[src/lcar_pkg.sv]
`timescale 1ns / 1ps

package lcar_pkg;

   // Defaults for the top-level parameters
   localparam int SAMPLE_BITS_DEF = 24;
   localparam int MAX_AVERAGE_DEF = 255;

   // Fixed field and register widths
   localparam int WORD_W = 24;
   localparam int NET_W  = 25;
   localparam int SUM_W  = 32;
   localparam int CNT_W  = 8;
   localparam int HALF_W = 8;
   localparam int GAIN_W = 2;
   localparam int ACT_W  = 2;
   localparam int KIND_W = 2;
   localparam int CSR_AW = 3;
   localparam int CSR_DW = 32;

   localparam logic [WORD_W-1:0] SIGN_FLIP  = 24'h800000;
   localparam logic [GAIN_W-1:0] GAIN_RESET = 2'd1;
   localparam logic [HALF_W-1:0] HALF_RESET = 8'd16;

   // Action codes
   localparam logic [ACT_W-1:0] ACT_TICK    = 2'd0;
   localparam logic [ACT_W-1:0] ACT_AVERAGE = 2'd1;
   localparam logic [ACT_W-1:0] ACT_TARE    = 2'd2;
   localparam logic [ACT_W-1:0] ACT_NET     = 2'd3;

   // Completion kinds
   localparam logic [KIND_W-1:0] KIND_AVERAGE = 2'd0;
   localparam logic [KIND_W-1:0] KIND_TARE    = 2'd1;
   localparam logic [KIND_W-1:0] KIND_NET     = 2'd2;

   // Register index, taken from paddr bit 2
   localparam logic REG_GAIN = 1'b0;
   localparam logic REG_HALF = 1'b1;

   typedef enum logic [2:0] {
      PH_IDLE,
      PH_WAIT,
      PH_HIGH,
      PH_LOW,
      PH_DIV_LOAD,
      PH_DIV_RUN,
      PH_FINISH
   } phase_type;

   typedef struct packed {
      logic start;
      logic conv_start;
      logic timer_step;
      logic sample;
      logic accumulate;
      logic div_start;
      logic emit_tick;
      logic emit_final;
      logic tick_clock;
      logic tick_busy;
   } cmd_type;

   typedef struct packed {
      logic timer_expired;
      logic bits_more;
      logic reads_more;
      logic div_done;
      logic out_free;
   } stat_type;

endpackage

[src/lcar_req_if.sv]
`timescale 1ns / 1ps

interface lcar_req_if import lcar_pkg::*; ();
   logic              valid;
   logic              ready;
   logic [ACT_W-1:0]  action;
   logic [CNT_W-1:0]  sample_count;
   logic              data_level;

   modport source (output valid, action, sample_count, data_level, input ready);
   modport sink   (input valid, action, sample_count, data_level, output ready);
endinterface

[src/lcar_rsp_if.sv]
`timescale 1ns / 1ps

interface lcar_rsp_if import lcar_pkg::*; ();
   logic                     valid;
   logic                     ready;
   logic                     clock_level;
   logic                     busy_res;
   logic                     done_res;
   logic [WORD_W-1:0]        average_value;
   logic signed [NET_W-1:0]  net_value;
   logic [KIND_W-1:0]        done_kind;

   modport source (output valid, clock_level, busy_res, done_res, average_value,
                   net_value, done_kind, input ready);
   modport sink   (input valid, clock_level, busy_res, done_res, average_value,
                   net_value, done_kind, output ready);
endinterface

[src/load_cell_adc_reader_tare.sv]
`timescale 1ns / 1ps

// Load-cell bridge converter reader with averaging and tare. Each req word is
// one time tick carrying the sampled converter data line and an optional
// command (average, tare, net value) with a sample count; each tick returns
// exactly one rsp word with the serial clock level to drive, busy, and on the
// completing tick done with the mean, the net value and its kind. A command
// waits for the data line to go low, clocks in SAMPLE_BITS bits MSB first,
// sends gain_pulses extra clocks (0 counts as 1), flips bit 23 of the
// 24-bit reading, and repeats for the sample count (0 counts as 1, capped
// at MAX_AVERAGE). Commands that arrive while busy are ignored. Rate: one
// tick word per clock cycle while the rsp side takes words; the tick that
// closes the last conversion holds the req side while the bit-serial
// divider (32 steps, one quotient bit per cycle) forms the mean, then that
// tick's word follows. Registers at paddr 0 (gain_pulses) and 4
// (half_period_ticks), selected by paddr bit 2.
module load_cell_adc_reader_tare import lcar_pkg::*; #(
   parameter int SAMPLE_BITS = SAMPLE_BITS_DEF,
   parameter int MAX_AVERAGE = MAX_AVERAGE_DEF
) (
   input  logic              clock,
   input  logic              reset,
   lcar_req_if.sink          req_ch,
   lcar_rsp_if.source        rsp_ch,
   input  logic              csr_psel,
   input  logic              csr_penable,
   input  logic              csr_pwrite,
   input  logic [CSR_AW-1:0] csr_paddr,
   input  logic [CSR_DW-1:0] csr_pwdata,
   output logic [CSR_DW-1:0] csr_prdata,
   output logic              csr_pready
);

   logic [GAIN_W-1:0] gain_ff, gain_in;
   logic [HALF_W-1:0] half_ff, half_in;
   logic              csr_write;
   cmd_type           cmd;
   stat_type          stat;

   // Config port: zero wait states, write on the access phase.
   assign csr_pready = 1'b1;
   assign csr_write  = csr_psel && csr_penable && csr_pwrite;

   always_comb begin
      gain_in = gain_ff;
      half_in = half_ff;
      if (csr_write) begin
         unique case (csr_paddr[2])
            REG_GAIN: gain_in = csr_pwdata[GAIN_W-1:0];
            REG_HALF: half_in = csr_pwdata[HALF_W-1:0];
            default:  gain_in = gain_ff;
         endcase
      end
   end

   // Read back the selected register, zero-extended.
   always_comb begin
      unique case (csr_paddr[2])
         REG_GAIN: csr_prdata = CSR_DW'(gain_ff);
         REG_HALF: csr_prdata = CSR_DW'(half_ff);
         default:  csr_prdata = '0;
      endcase
   end

   always_ff @(posedge clock) begin
      if (reset) begin
         gain_ff <= GAIN_RESET;
         half_ff <= HALF_RESET;
      end else begin
         gain_ff <= gain_in;
         half_ff <= half_in;
      end
   end

   // Sequencer: serial clock phases, conversion loop and divider handoff.
   lcar_controller u_ctrl (
      .clock      (clock),
      .reset      (reset),
      .req_valid  (req_ch.valid),
      .action     (req_ch.action),
      .data_level (req_ch.data_level),
      .stat       (stat),
      .req_ready  (req_ch.ready),
      .cmd        (cmd)
   );

   // Timers, shift register, accumulator, tare offset, divider, rsp register.
   lcar_datapath #(
      .SAMPLE_BITS (SAMPLE_BITS),
      .MAX_AVERAGE (MAX_AVERAGE)
   ) u_dp (
      .clock             (clock),
      .reset             (reset),
      .cmd               (cmd),
      .stat              (stat),
      .action            (req_ch.action),
      .sample_count      (req_ch.sample_count),
      .data_level        (req_ch.data_level),
      .gain_pulses       (gain_ff),
      .half_period_ticks (half_ff),
      .rsp               (rsp_ch)
   );

endmodule

[src/lcar_divider.sv]
`timescale 1ns / 1ps

// Restoring divider, one quotient bit per cycle.
module lcar_divider import lcar_pkg::*; (
   input  logic             clock,
   input  logic             reset,
   input  logic             start,
   input  logic [SUM_W-1:0] dividend,
   input  logic [CNT_W-1:0] divisor,
   output logic             done,
   output logic [SUM_W-1:0] quotient
);

   localparam int STEP_W = $clog2(SUM_W + 1);

   logic              busy_ff, busy_in;
   logic              done_ff, done_in;
   logic [STEP_W-1:0] step_ff, step_in;
   logic [CNT_W-1:0]  rem_ff, rem_in;
   logic [SUM_W-1:0]  quo_ff, quo_in;
   logic [CNT_W:0]    trial;
   logic [CNT_W:0]    diff;

   always_comb begin
      trial   = {rem_ff, quo_ff[SUM_W-1]};
      diff    = trial - {1'b0, divisor};
      busy_in = busy_ff;
      done_in = 1'b0;
      step_in = step_ff;
      rem_in  = rem_ff;
      quo_in  = quo_ff;
      if (start) begin
         busy_in = 1'b1;
         step_in = '0;
         rem_in  = '0;
         quo_in  = dividend;
      end else if (busy_ff) begin
         // borrow out means the trial stays below the divisor
         if (diff[CNT_W]) begin
            rem_in = trial[CNT_W-1:0];
            quo_in = {quo_ff[SUM_W-2:0], 1'b0};
         end else begin
            rem_in = diff[CNT_W-1:0];
            quo_in = {quo_ff[SUM_W-2:0], 1'b1};
         end
         step_in = step_ff + 1'b1;
         if (step_ff == STEP_W'(SUM_W - 1)) begin
            busy_in = 1'b0;
            done_in = 1'b1;
         end
      end
   end

   always_ff @(posedge clock) begin
      if (reset) begin
         busy_ff <= 1'b0;
         done_ff <= 1'b0;
         step_ff <= '0;
      end else begin
         busy_ff <= busy_in;
         done_ff <= done_in;
         step_ff <= step_in;
      end
   end

   always_ff @(posedge clock) begin
      rem_ff <= rem_in;
      quo_ff <= quo_in;
   end

   assign done     = done_ff;
   assign quotient = quo_ff;

endmodule

[src/lcar_datapath.sv]
`timescale 1ns / 1ps

module lcar_datapath import lcar_pkg::*; #(
   parameter int SAMPLE_BITS = SAMPLE_BITS_DEF,
   parameter int MAX_AVERAGE = MAX_AVERAGE_DEF
) (
   input  logic              clock,
   input  logic              reset,
   input  cmd_type           cmd,
   output stat_type          stat,
   input  logic [ACT_W-1:0]  action,
   input  logic [CNT_W-1:0]  sample_count,
   input  logic              data_level,
   input  logic [GAIN_W-1:0] gain_pulses,
   input  logic [HALF_W-1:0] half_period_ticks,
   lcar_rsp_if.source        rsp
);

   localparam int BIT_W = $clog2(SAMPLE_BITS + 4);

   logic [HALF_W-1:0]  timer_ff, timer_in;
   logic [BIT_W-1:0]   bits_ff, bits_in;
   logic [WORD_W-1:0]  shift_ff, shift_in;
   logic [SUM_W-1:0]   sum_ff, sum_in;
   logic [CNT_W-1:0]   reads_ff, reads_in;
   logic [CNT_W-1:0]   target_ff, target_in;
   logic [ACT_W-1:0]   pending_ff, pending_in;
   logic [WORD_W-1:0]  tare_ff, tare_in;
   logic               out_valid_ff, out_valid_in;

   logic               out_clock_ff, out_clock_in;
   logic               out_busy_ff, out_busy_in;
   logic               out_done_ff, out_done_in;
   logic [WORD_W-1:0]  out_avg_ff, out_avg_in;
   logic [NET_W-1:0]   out_net_ff, out_net_in;
   logic [KIND_W-1:0]  out_kind_ff, out_kind_in;

   logic [HALF_W-1:0]  half_eff;
   logic [GAIN_W-1:0]  extra;
   logic [BIT_W-1:0]   total;
   logic [HALF_W:0]    timer_inc;
   logic               expired;
   logic [WORD_W-1:0]  shift_next;
   logic [CNT_W-1:0]   count_eff;
   logic [WORD_W-1:0]  avg;
   logic [WORD_W-1:0]  tare_final;
   logic [KIND_W-1:0]  kind;
   logic               div_done;
   logic [SUM_W-1:0]   div_quo;

   lcar_divider u_div (
      .clock    (clock),
      .reset    (reset),
      .start    (cmd.div_start),
      .dividend (sum_ff),
      .divisor  (target_ff),
      .done     (div_done),
      .quotient (div_quo)
   );

   always_comb begin
      half_eff   = (half_period_ticks == '0) ? HALF_W'(1) : half_period_ticks;
      extra      = (gain_pulses == '0) ? GAIN_W'(1) : gain_pulses;
      total      = BIT_W'(SAMPLE_BITS) + BIT_W'(extra);
      timer_inc  = {1'b0, timer_ff} + 1'b1;
      expired    = timer_inc >= {1'b0, half_eff};
      shift_next = (bits_ff < BIT_W'(SAMPLE_BITS)) ? {shift_ff[WORD_W-2:0], data_level}
                                                    : shift_ff;
      if (sample_count == '0) begin
         count_eff = CNT_W'(1);
      end else if (sample_count > CNT_W'(MAX_AVERAGE)) begin
         count_eff = CNT_W'(MAX_AVERAGE);
      end else begin
         count_eff = sample_count;
      end
      avg        = div_quo[WORD_W-1:0];
      tare_final = (pending_ff == ACT_TARE) ? avg : tare_ff;
      case (pending_ff)
         ACT_TARE: kind = KIND_TARE;
         ACT_NET:  kind = KIND_NET;
         default:  kind = KIND_AVERAGE;
      endcase
   end

   always_comb begin
      stat.timer_expired = expired;
      stat.bits_more     = (bits_ff + 1'b1) < total;
      stat.reads_more    = ({1'b0, reads_ff} + 1'b1) < {1'b0, target_ff};
      stat.div_done      = div_done;
      stat.out_free      = !out_valid_ff || rsp.ready;
   end

   always_comb begin
      timer_in   = timer_ff;
      bits_in    = bits_ff;
      shift_in   = shift_ff;
      sum_in     = sum_ff;
      reads_in   = reads_ff;
      target_in  = target_ff;
      pending_in = pending_ff;
      tare_in    = tare_ff;
      if (cmd.start) begin
         pending_in = action;
         target_in  = count_eff;
         reads_in   = '0;
         sum_in     = '0;
      end
      if (cmd.conv_start) begin
         timer_in = '0;
         bits_in  = '0;
         shift_in = '0;
      end
      if (cmd.timer_step) begin
         timer_in = expired ? '0 : timer_inc[HALF_W-1:0];
      end
      if (cmd.sample) begin
         shift_in = shift_next;
         bits_in  = bits_ff + 1'b1;
      end
      if (cmd.accumulate) begin
         sum_in   = sum_ff + SUM_W'(shift_next ^ SIGN_FLIP);
         reads_in = reads_ff + 1'b1;
      end
      if (cmd.emit_final) begin
         tare_in = tare_final;
      end
   end

   always_comb begin
      out_valid_in = out_valid_ff && !rsp.ready;
      out_clock_in = out_clock_ff;
      out_busy_in  = out_busy_ff;
      out_done_in  = out_done_ff;
      out_avg_in   = out_avg_ff;
      out_net_in   = out_net_ff;
      out_kind_in  = out_kind_ff;
      if (cmd.emit_tick) begin
         out_valid_in = 1'b1;
         out_clock_in = cmd.tick_clock;
         out_busy_in  = cmd.tick_busy;
         out_done_in  = 1'b0;
         out_avg_in   = '0;
         out_net_in   = '0;
         out_kind_in  = KIND_AVERAGE;
      end else if (cmd.emit_final) begin
         out_valid_in = 1'b1;
         out_clock_in = 1'b0;
         out_busy_in  = 1'b0;
         out_done_in  = 1'b1;
         out_avg_in   = avg;
         out_net_in   = {1'b0, avg} - {1'b0, tare_final};
         out_kind_in  = kind;
      end
   end

   always_ff @(posedge clock) begin
      if (reset) begin
         timer_ff     <= '0;
         bits_ff      <= '0;
         shift_ff     <= '0;
         sum_ff       <= '0;
         reads_ff     <= '0;
         target_ff    <= CNT_W'(1);
         pending_ff   <= ACT_TICK;
         tare_ff      <= '0;
         out_valid_ff <= 1'b0;
      end else begin
         timer_ff     <= timer_in;
         bits_ff      <= bits_in;
         shift_ff     <= shift_in;
         sum_ff       <= sum_in;
         reads_ff     <= reads_in;
         target_ff    <= target_in;
         pending_ff   <= pending_in;
         tare_ff      <= tare_in;
         out_valid_ff <= out_valid_in;
      end
   end

   always_ff @(posedge clock) begin
      out_clock_ff <= out_clock_in;
      out_busy_ff  <= out_busy_in;
      out_done_ff  <= out_done_in;
      out_avg_ff   <= out_avg_in;
      out_net_ff   <= out_net_in;
      out_kind_ff  <= out_kind_in;
   end

   assign rsp.valid         = out_valid_ff;
   assign rsp.clock_level   = out_clock_ff;
   assign rsp.busy_res      = out_busy_ff;
   assign rsp.done_res      = out_done_ff;
   assign rsp.average_value = out_avg_ff;
   assign rsp.net_value     = out_net_ff;
   assign rsp.done_kind     = out_kind_ff;

endmodule

[src/lcar_controller.sv]
`timescale 1ns / 1ps

module lcar_controller import lcar_pkg::*; (
   input  logic             clock,
   input  logic             reset,
   input  logic             req_valid,
   input  logic [ACT_W-1:0] action,
   input  logic             data_level,
   input  stat_type         stat,
   output logic             req_ready,
   output cmd_type          cmd
);

   phase_type phase_ff, phase_in;
   logic      fire;
   logic      conv_end;
   logic      cmd_end;

   assign req_ready = (phase_ff == PH_IDLE || phase_ff == PH_WAIT ||
                       phase_ff == PH_HIGH || phase_ff == PH_LOW) && stat.out_free;
   assign fire      = req_valid && req_ready;
   assign conv_end  = stat.timer_expired && !stat.bits_more;
   assign cmd_end   = conv_end && !stat.reads_more;

   always_comb begin
      phase_in = phase_ff;
      unique case (phase_ff)
         PH_IDLE: begin
            if (fire && action != ACT_TICK) phase_in = PH_WAIT;
         end
         PH_WAIT: begin
            if (fire && !data_level) phase_in = PH_HIGH;
         end
         PH_HIGH: begin
            if (fire && stat.timer_expired) phase_in = PH_LOW;
         end
         PH_LOW: begin
            if (fire && stat.timer_expired) begin
               if (stat.bits_more) phase_in = PH_HIGH;
               else if (stat.reads_more) phase_in = PH_WAIT;
               else phase_in = PH_DIV_LOAD;
            end
         end
         PH_DIV_LOAD: phase_in = PH_DIV_RUN;
         PH_DIV_RUN: begin
            if (stat.div_done) phase_in = PH_FINISH;
         end
         PH_FINISH: begin
            if (stat.out_free) phase_in = PH_IDLE;
         end
         default: phase_in = PH_IDLE;
      endcase
   end

   always_comb begin
      cmd            = '0;
      cmd.tick_clock = (phase_in == PH_HIGH);
      cmd.tick_busy  = (phase_in != PH_IDLE);
      unique case (phase_ff)
         PH_IDLE: begin
            cmd.emit_tick = fire;
            cmd.start     = fire && action != ACT_TICK;
         end
         PH_WAIT: begin
            cmd.emit_tick  = fire;
            cmd.conv_start = fire && !data_level;
         end
         PH_HIGH: begin
            cmd.emit_tick  = fire;
            cmd.timer_step = fire;
         end
         PH_LOW: begin
            // hold back the word of the closing tick until the mean is ready
            cmd.emit_tick  = fire && !cmd_end;
            cmd.timer_step = fire;
            cmd.sample     = fire && stat.timer_expired;
            cmd.accumulate = fire && conv_end;
         end
         PH_DIV_LOAD: cmd.div_start  = 1'b1;
         PH_DIV_RUN:  cmd.div_start  = 1'b0;
         PH_FINISH:   cmd.emit_final = stat.out_free;
         default:     cmd.emit_tick  = 1'b0;
      endcase
   end

   always_ff @(posedge clock) begin
      if (reset) begin
         phase_ff <= PH_IDLE;
      end else begin
         phase_ff <= phase_in;
      end
   end

endmodule

[src/flat_wrapper.sv]
// flat-port wrapper written by rule: the top's interface ports become plain ports
module load_cell_adc_reader_tare_flat import lcar_pkg::*;
#(
   parameter int SAMPLE_BITS = SAMPLE_BITS_DEF,
   parameter int MAX_AVERAGE = MAX_AVERAGE_DEF
)
  (clock, reset, csr_psel, csr_penable, csr_pwrite, csr_paddr, csr_pwdata, csr_prdata, csr_pready, req_ch_valid, req_ch_action, req_ch_sample_count, req_ch_data_level, req_ch_ready, rsp_ch_valid, rsp_ch_clock_level, rsp_ch_busy_res, rsp_ch_done_res, rsp_ch_average_value, rsp_ch_net_value, rsp_ch_done_kind, rsp_ch_ready);
  lcar_req_if req_ch_i ();
  lcar_rsp_if rsp_ch_i ();
  input  logic clock;
  input  logic reset;
  input  logic csr_psel;
  input  logic csr_penable;
  input  logic csr_pwrite;
  input  logic [CSR_AW-1:0] csr_paddr;
  input  logic [CSR_DW-1:0] csr_pwdata;
  output logic [CSR_DW-1:0] csr_prdata;
  output logic csr_pready;
  input wire logic [$bits(req_ch_i.valid)-1:0] req_ch_valid;
  input wire logic [$bits(req_ch_i.action)-1:0] req_ch_action;
  input wire logic [$bits(req_ch_i.sample_count)-1:0] req_ch_sample_count;
  input wire logic [$bits(req_ch_i.data_level)-1:0] req_ch_data_level;
  output wire logic [$bits(req_ch_i.ready)-1:0] req_ch_ready;
  output wire logic [$bits(rsp_ch_i.valid)-1:0] rsp_ch_valid;
  output wire logic [$bits(rsp_ch_i.clock_level)-1:0] rsp_ch_clock_level;
  output wire logic [$bits(rsp_ch_i.busy_res)-1:0] rsp_ch_busy_res;
  output wire logic [$bits(rsp_ch_i.done_res)-1:0] rsp_ch_done_res;
  output wire logic [$bits(rsp_ch_i.average_value)-1:0] rsp_ch_average_value;
  output wire logic [$bits(rsp_ch_i.net_value)-1:0] rsp_ch_net_value;
  output wire logic [$bits(rsp_ch_i.done_kind)-1:0] rsp_ch_done_kind;
  input wire logic [$bits(rsp_ch_i.ready)-1:0] rsp_ch_ready;
  assign req_ch_i.valid = req_ch_valid;
  assign req_ch_i.action = req_ch_action;
  assign req_ch_i.sample_count = req_ch_sample_count;
  assign req_ch_i.data_level = req_ch_data_level;
  assign req_ch_ready = req_ch_i.ready;
  assign rsp_ch_valid = rsp_ch_i.valid;
  assign rsp_ch_clock_level = rsp_ch_i.clock_level;
  assign rsp_ch_busy_res = rsp_ch_i.busy_res;
  assign rsp_ch_done_res = rsp_ch_i.done_res;
  assign rsp_ch_average_value = rsp_ch_i.average_value;
  assign rsp_ch_net_value = rsp_ch_i.net_value;
  assign rsp_ch_done_kind = rsp_ch_i.done_kind;
  assign rsp_ch_i.ready = rsp_ch_ready;
  load_cell_adc_reader_tare #(.SAMPLE_BITS(SAMPLE_BITS), .MAX_AVERAGE(MAX_AVERAGE)) u_core (.clock(clock), .reset(reset), .req_ch(req_ch_i), .rsp_ch(rsp_ch_i), .csr_psel(csr_psel), .csr_penable(csr_penable), .csr_pwrite(csr_pwrite), .csr_paddr(csr_paddr), .csr_pwdata(csr_pwdata), .csr_prdata(csr_prdata), .csr_pready(csr_pready));
endmodule
[config.mk]
export PLATFORM = sky130hd
export DESIGN_NAME = load_cell_adc_reader_tare_flat
export DESIGN_NICKNAME = d
export VERILOG_FILES = /design/src/lcar_pkg.sv /design/src/lcar_req_if.sv /design/src/lcar_rsp_if.sv /design/src/load_cell_adc_reader_tare.sv /design/src/lcar_divider.sv /design/src/lcar_datapath.sv /design/src/lcar_controller.sv /design/src/flat_wrapper.sv
export SDC_FILE = /design/constraint.sdc
export NUM_CORES = 1
export LEC_CHECK = 0
export BUFFER_PORTS_ARGS = -buffer_cell sky130_fd_sc_hd__buf_2
export CAP_MARGIN = 10
export CORE_AREA = 5 5 136 268
export DETAILED_ROUTE_END_ITERATION = 8
export DIE_AREA = 0 0 141 273
export PLACE_DENSITY = 0.59
export SYNTH_ARGS = -nofsm -noshare
export SYNTH_HDL_FRONTEND = slang
export SYNTH_SLANG_ARGS = --single-unit
[constraint.sdc]
create_clock -name clock -period 11.4 [get_ports clock]
set_clock_uncertainty 0.2 [all_clocks]
set_input_delay 1.71 -clock clock [delete_from_list [all_inputs] [get_ports clock]]
set_output_delay 1.71 -clock clock [all_outputs]
set_load 0.1 [all_outputs]
; ---- After elaboration in Yosys (flattened, before gate mapping)
; Cells that the tools add are included.
; W data, S select, Z words.
[word_totals]
register_bits = 227
out_inout_bits = 89
elab_cells = 137
[op_classes]
add_sub_neg = 9
n_lt_le_gt_ge = 5
n_eq_ne = 10
muxes = 48
bitwise = 3
reduce_logical = 39
[op_table]
columns = operator, count
row1 = $mux W32, 4
row2 = $mux W24, 4
row3 = $mux W8, 9
row4 = $pmux W32 S2, 1
row5 = $add A32 B24 Y32, 1
row6 = $sub A24 B24 Y25, 1
row7 = $mux W3, 8
row8 = $pmux W3 S7, 1
row9 = $add A8 B1 Y9 const B, 2
row10 = $logic_not A8 Y1, 2
row11 = $mux W1, 15
row12 = $logic_and A1 B1 Y1, 12
row13 = $reduce_bool A2 Y1, 6
row14 = $mux W5, 2
row15 = $eq A3 B2 Y1 const B, 3
row16 = $eq A3 B3 Y1 const B, 3
row17 = $ge A9 B8 Y1, 1
row18 = $lt A9 B8 Y1, 1
row19 = $sub A9 B8 Y9, 1
row20 = $add A8 B1 Y8 const B, 1
row21 = $gt A8 B8 Y1 const B, 1
row22 = $add A6 B1 Y6 const B, 1
row23 = $eq A6 B5 Y1 const B, 1
row24 = $logic_not A1 Y1, 6
row25 = other kinds (17), 27

; ---- Longest topological paths before layout
[logic_depth]
ltp_word = 11
depth_mapped = 15
mapped_depth_nobuf = 13

; ---- Hierarchy
; Synthesis repeated with hierarchy kept, for this count alone.
[unflattened]
cells_unflattened = 1424
area_unflattened_um2 = 13177.6
[modules_own_cells]
columns = module, instances, cells_each, area_per_inst_um2, seq_area_each_um2
row1 = lcar_datapath, 1, 1101, 9673.0, 3343.2
row2 = lcar_divider, 1, 197, 2412.3, 1281.2
row3 = load_cell_adc_reader_tare, 1, 80, 733.2, 200.2
row4 = lcar_controller, 1, 46, 359.1, 60.1

; ---- Worst setup path before layout
; Ideal clock, no wire load.
[synth_timing]
kind = in2out
from = in csr_paddr[2]
to = out csr_prdata[1]
t_arrival_ps = 3991
required_time_ps = 9490
setup_slack_ps = 5499
cell_stages = 2
path_buffers = 1
cell_sequence = clkbuf_1 > o21ai_0
[synth_between]
elab_chain_len = 2
[synth_lines]
columns = item, line_no
row1 = from (decl), flat_wrapper.sv:15  ; input logic [CSR_AW-1:0] csr_paddr;
row2 = $not A1 Y1, load_cell_adc_reader_tare.sv:58  ; unique case (csr_paddr[2])
row3 = $pmux W32 S2 (*), load_cell_adc_reader_tare.sv:58
row4 = to (decl), flat_wrapper.sv:17  ; output logic [CSR_DW-1:0] csr_prdata;
; Every way passes the cells marked *; elsewhere a longest branch is shown, timed or not. The select of a mux whose other input is x is not followed.

; ---- Worst setup path after layout
[layout_timing]
from = in req_ch_data_level
to = reg u_core.u_dp.sum_ff[28]
[layout_between]
elab_chain_len = 3
[layout_lines]
columns = item, line_no
row1 = from (decl), flat_wrapper.sv:22  ; input wire logic [$bits(req_ch_i.data_level)-1:0] req_ch_data_level;
row2 = $mux W24, lcar_datapath.sv:67  ; shift_next = (bits_ff < BIT_W'(SAMPLE_BITS)) ? {shift_ff[WORD_W-2:0], data_level}
row3 = $add A32 B24 Y32, lcar_datapath.sv:121  ; sum_in = sum_ff + SUM_W'(shift_next ^ SIGN_FLIP);
row4 = $mux W32, lcar_datapath.sv:120  ; if (cmd.accumulate) begin
row5 = to (signal assigned), lcar_datapath.sv:171  ; sum_ff <= sum_in;
row6 = to (decl), lcar_datapath.sv:24  ; logic [SUM_W-1:0] sum_ff, sum_in;
; Every way passes these cells.
; A chain may end at the register's enable or synchronous reset.

==> flow_summary.ini <==
[outcome]
status = complete, no violations

[clocking]
clock_latency_ns = 0.52
cts.sinks = 227
clock_path_buffers = 3
postCtsResizedCells = 0
cts_tree = built
cts.hold.buffers_added = 0
postCtsSetupRepairBufs = 0
numCtsBuffers = 22
htreeDepth = 1
path_clk_slew_ns = 0.06
cts_root_buf = clkbuf_16

[timing]
timing.fmax_mhz = 219.3
hold_viol = 0
hold_slack_ns = 0.2434
worst_pin_slew_ns = 1.000
rsz0062_at_grt = false
finalCritPeriodShare = 0.4000
finalSetupViolCount = 0
min_period_ns = 4.560
maxSlewHeadroom = 0.3306
drv_slew = 0
tns_ns = 0
finalWorstSetupSlack_ns = 6.840

[place]
pre_cts_slack_ns = 6.370
dp.cells = 1940
io_buffers = 90
gp_congestion = 0.8966
hpwl_mm = 22.46

[worst_setup_path]
worst_setup_path_end_kind = flip-flop
crit_required_ns = 11.61
critPathLaunchType = primary input
worstPathMaxFanout = 5
critPathKind = primary input to flip-flop
cp.arrival_ns = 4.77
r2r_cells = 13

[pwr]
p_clk_frac = 0.437
comb_power_share = 0.116
vdd_ir_drop_max_mv = 0.09481
pwr-share-seq = 0.447
pwr_density_cell_nw_per_um2 = 129.9
p_sw_uw = 481.7
p_sw_frac = 0.2594
power_leakage_uw = 0.005767
internal_power_uw = 1375
p_total_uw = 1857

[routing]
wl_per_cell_um = 15.65
drt_iter0_drc = 379
drt_wl_total_mm = 30.99
ant_nets = 0
drt_first_pass_iters = 4
via_per_inst = 5.325
vias = 10540
drcViolationCount = 0

[floorplanning]
fp.dieH_um = 273
dieWidth_um = 141
core-area_um2 = 34110
io_pins = 142
start_util = 0.3739
die-area_um2 = 38490
num_rows = 96

[synth]
ys_ff_latch = 227
syn_area_um2 = 12750
yosys.area.top_type = dfxtp_1
synth_async_sr_flop_share = 0
synth_area_leaders = dfxtp_1, edfxtp_1, ha_1
syn_inst = 1474
yosysUniqueCellTypes = 77
synth_top_area_share = 0.3029
postSynthAreaPerCell_um2 = 8.653
synth_ff_type = dfxtp_1
seq_area_frac_synth = 0.3830
synth_edf_count = 34
synth_warnings = 0

[final_layout]
fin_cells = 1980
areaGrowthSynthToFinish_pct = 12.07
num-fill-cells = 3464
finish.net_count = 1655
multi_input_area_um2 = 7355
diodes = 0
drive_above_1_share = 0.1488
regArea_um2 = 4885

[grt]
grt-ovfl-total = 0
grt_pass1_wl_mm = 50.34
grt_pass1_vias = 10410
grt_max_degree = 93
gr-usage-all-layers = 0.1556
antenna_found_initial = 1

[min_path]
min_path_type = flip-flop to flip-flop
whs_path_depth = 2

[run]
drv_cap = 0
==> power by group through the flow <==
stage / clock network (µW) / logic (µW) / registers (µW)
finish: 812 / 215 / 830
global route: 864 / 237 / 831
CTS: 839 / 217 / 830
detailed placement: 0 / 215 / 848
global placement: 0 / 213 / 848
floorplan: 0 / 177 / 850
==> logic make-up (layout without fill, tap and decap cells) <==
| logic type | Yosys count | after routing | synth area share |
|---|---|---|---|
| and+or+nand+nor | 514 | 514 | 0.1927 |
| AOI/OAI and AO/OA | 367 | 367 | 0.1811 |
| DFF | 227 | 227 | 0.3830 |
| buffers and inverters | 142 | 184 | 0.05003 |
| muxes | 92 | 92 | 0.07779 |
| adders and majority gates | 79 | 79 | 0.07926 |
| xor gates and xnor gates | 51 | 51 | 0.03561 |
| other | 2 | 25 | 0.0005888 |
==> critical path, stage by stage <==
cell       delay [ns]
buf_2            0.12
mux2_2           0.18
ha_1             0.18
inv_1            0.06
fa_1             0.37
and2b_1          0.23
o31a_1           0.19
o21ai_1          0.19
o21ai_1          0.48
o21ai_0          0.18
o2111ai_1        0.43
nand3_1          0.15
mux2_2           0.29
==> cell usage in the layout, fill, tap and decap left out, drive strengths merged, types with 8 or more instances in the layout <==
| cell type | Yosys | routed |
|---|---|---|
| clkinv | 0 | 8 |
| o21a | 12 | 12 |
| nor2 | 161 | 161 |
| nor2b | 34 | 34 |
| o21ai | 58 | 58 |
| a211oi | 41 | 41 |
| xnor2 | 26 | 26 |
| clkbuf | 57 | 24 |
| inv | 41 | 41 |
| nor3b | 8 | 8 |
| xor2 | 25 | 25 |
| a31oi | 49 | 49 |
| mux2 | 57 | 57 |
| nand2b | 8 | 8 |
| nand4 | 10 | 10 |
| buf | 44 | 103 |
| and3 | 14 | 14 |
| a21oi | 128 | 128 |
| nor3 | 20 | 20 |
| nand3b | 12 | 12 |
| mux2i | 35 | 35 |
| ha | 76 | 76 |
| or3 | 11 | 11 |
| nand3 | 40 | 40 |
| or2 | 8 | 8 |
| nand2 | 156 | 156 |
| dfxtp | 193 | 193 |
| conb | 2 | 25 |
| a21o | 23 | 23 |
| edfxtp | 34 | 34 |
| and2 | 11 | 11 |
==> metal layers <==
layer / GRT usage / up-vias / share of wire
met2: 0.3131 / 197 / 0.55
met1: 0.1554 / 4980 / 0.37
met5: 0 / - / 0
li1: - / 5299 / -
met3: 0.01874 / 67 / 0.039
met4: 0.06738 / 0 / 0.038
==> registers in the layout, indices dropped and copies added, names as in the netlist, 2 cells and up <==
register,count
u_core.u_dp.rsp.average_value,24
u_core.u_dp.rsp.net_value,25
u_core.u_dp.timer_ff,8
u_core.u_dp.u_div.step_ff,6
u_core.u_dp.shift_ff,24
u_core.u_ctrl.phase_ff,3
u_core.u_dp.target_ff,8
u_core.u_dp.rsp.done_kind,2
u_core.u_dp.pending_ff,2
u_core.half_ff,8
u_core.u_dp.u_div.rem_ff,8
u_core.u_dp.tare_ff,24
u_core.u_dp.reads_ff,8
u_core.u_dp.sum_ff,32
u_core.u_dp.u_div.quotient,32
u_core.u_dp.bits_ff,5
u_core.gain_ff,2
==> stage by stage <==
stage / area, µm² / utilization
detailed placement: 13500 / 0.3956
global route: 14290 / 0.4190
floorplan: 12840 / -
CTS: 14290 / 0.4190
global placement: 13500 / 0.3956
finish: 14290 / 0.4190
==> cell usage after synthesis, types with 7 or more instances <==
cell	instances
dfxtp_1	193
nor2_1	161
nand2_1	155
a21oi_1	127
ha_1	76
clkbuf_1	57
mux2_2	57
o21ai_0	53
a31oi_1	49
a211oi_1	41
inv_1	41
nand3_1	40
mux2i_1	35
edfxtp_1	34
nor2b_1	34
xnor2_1	26
buf_4	25
xor2_1	24
a21o_1	23
nor3_1	19
and3_1	14
o21a_1	12
and2_1	11
nand3b_1	11
buf_1	10
or3_1	10
buf_2	9
nand4_1	9
nand2b_1	8
nor3b_1	8
a211o_1	7
or2_2	7
==> final timing paths <==
path         slack [ns]                            end                           from
max                6.84         u_core.u_dp.sum_ff[28]              req_ch_data_level
min                0.24  u_core.u_dp.rsp.net_value[20]  u_core.u_dp.rsp.net_value[20]
max reg2reg        7.23         u_core.u_dp.sum_ff[24]        u_core.u_dp.timer_ff[0]
min reg2reg        0.24  u_core.u_dp.rsp.net_value[20]  u_core.u_dp.rsp.net_value[20]
==> layout make-up <==
class | instances | share of cell area
clock buffers | 24 | 0.04123
flip-flops and latches | 227 | 0.3417
clock inverters | 16 | 0.01462
well taps | 441 | 0.03860
multi-input cells | 1128 | 0.5145
repair buffers | 103 | 0.03852
inverters | 41 | 0.01077
Note: power is estimated with default switching activity, not from simulation.
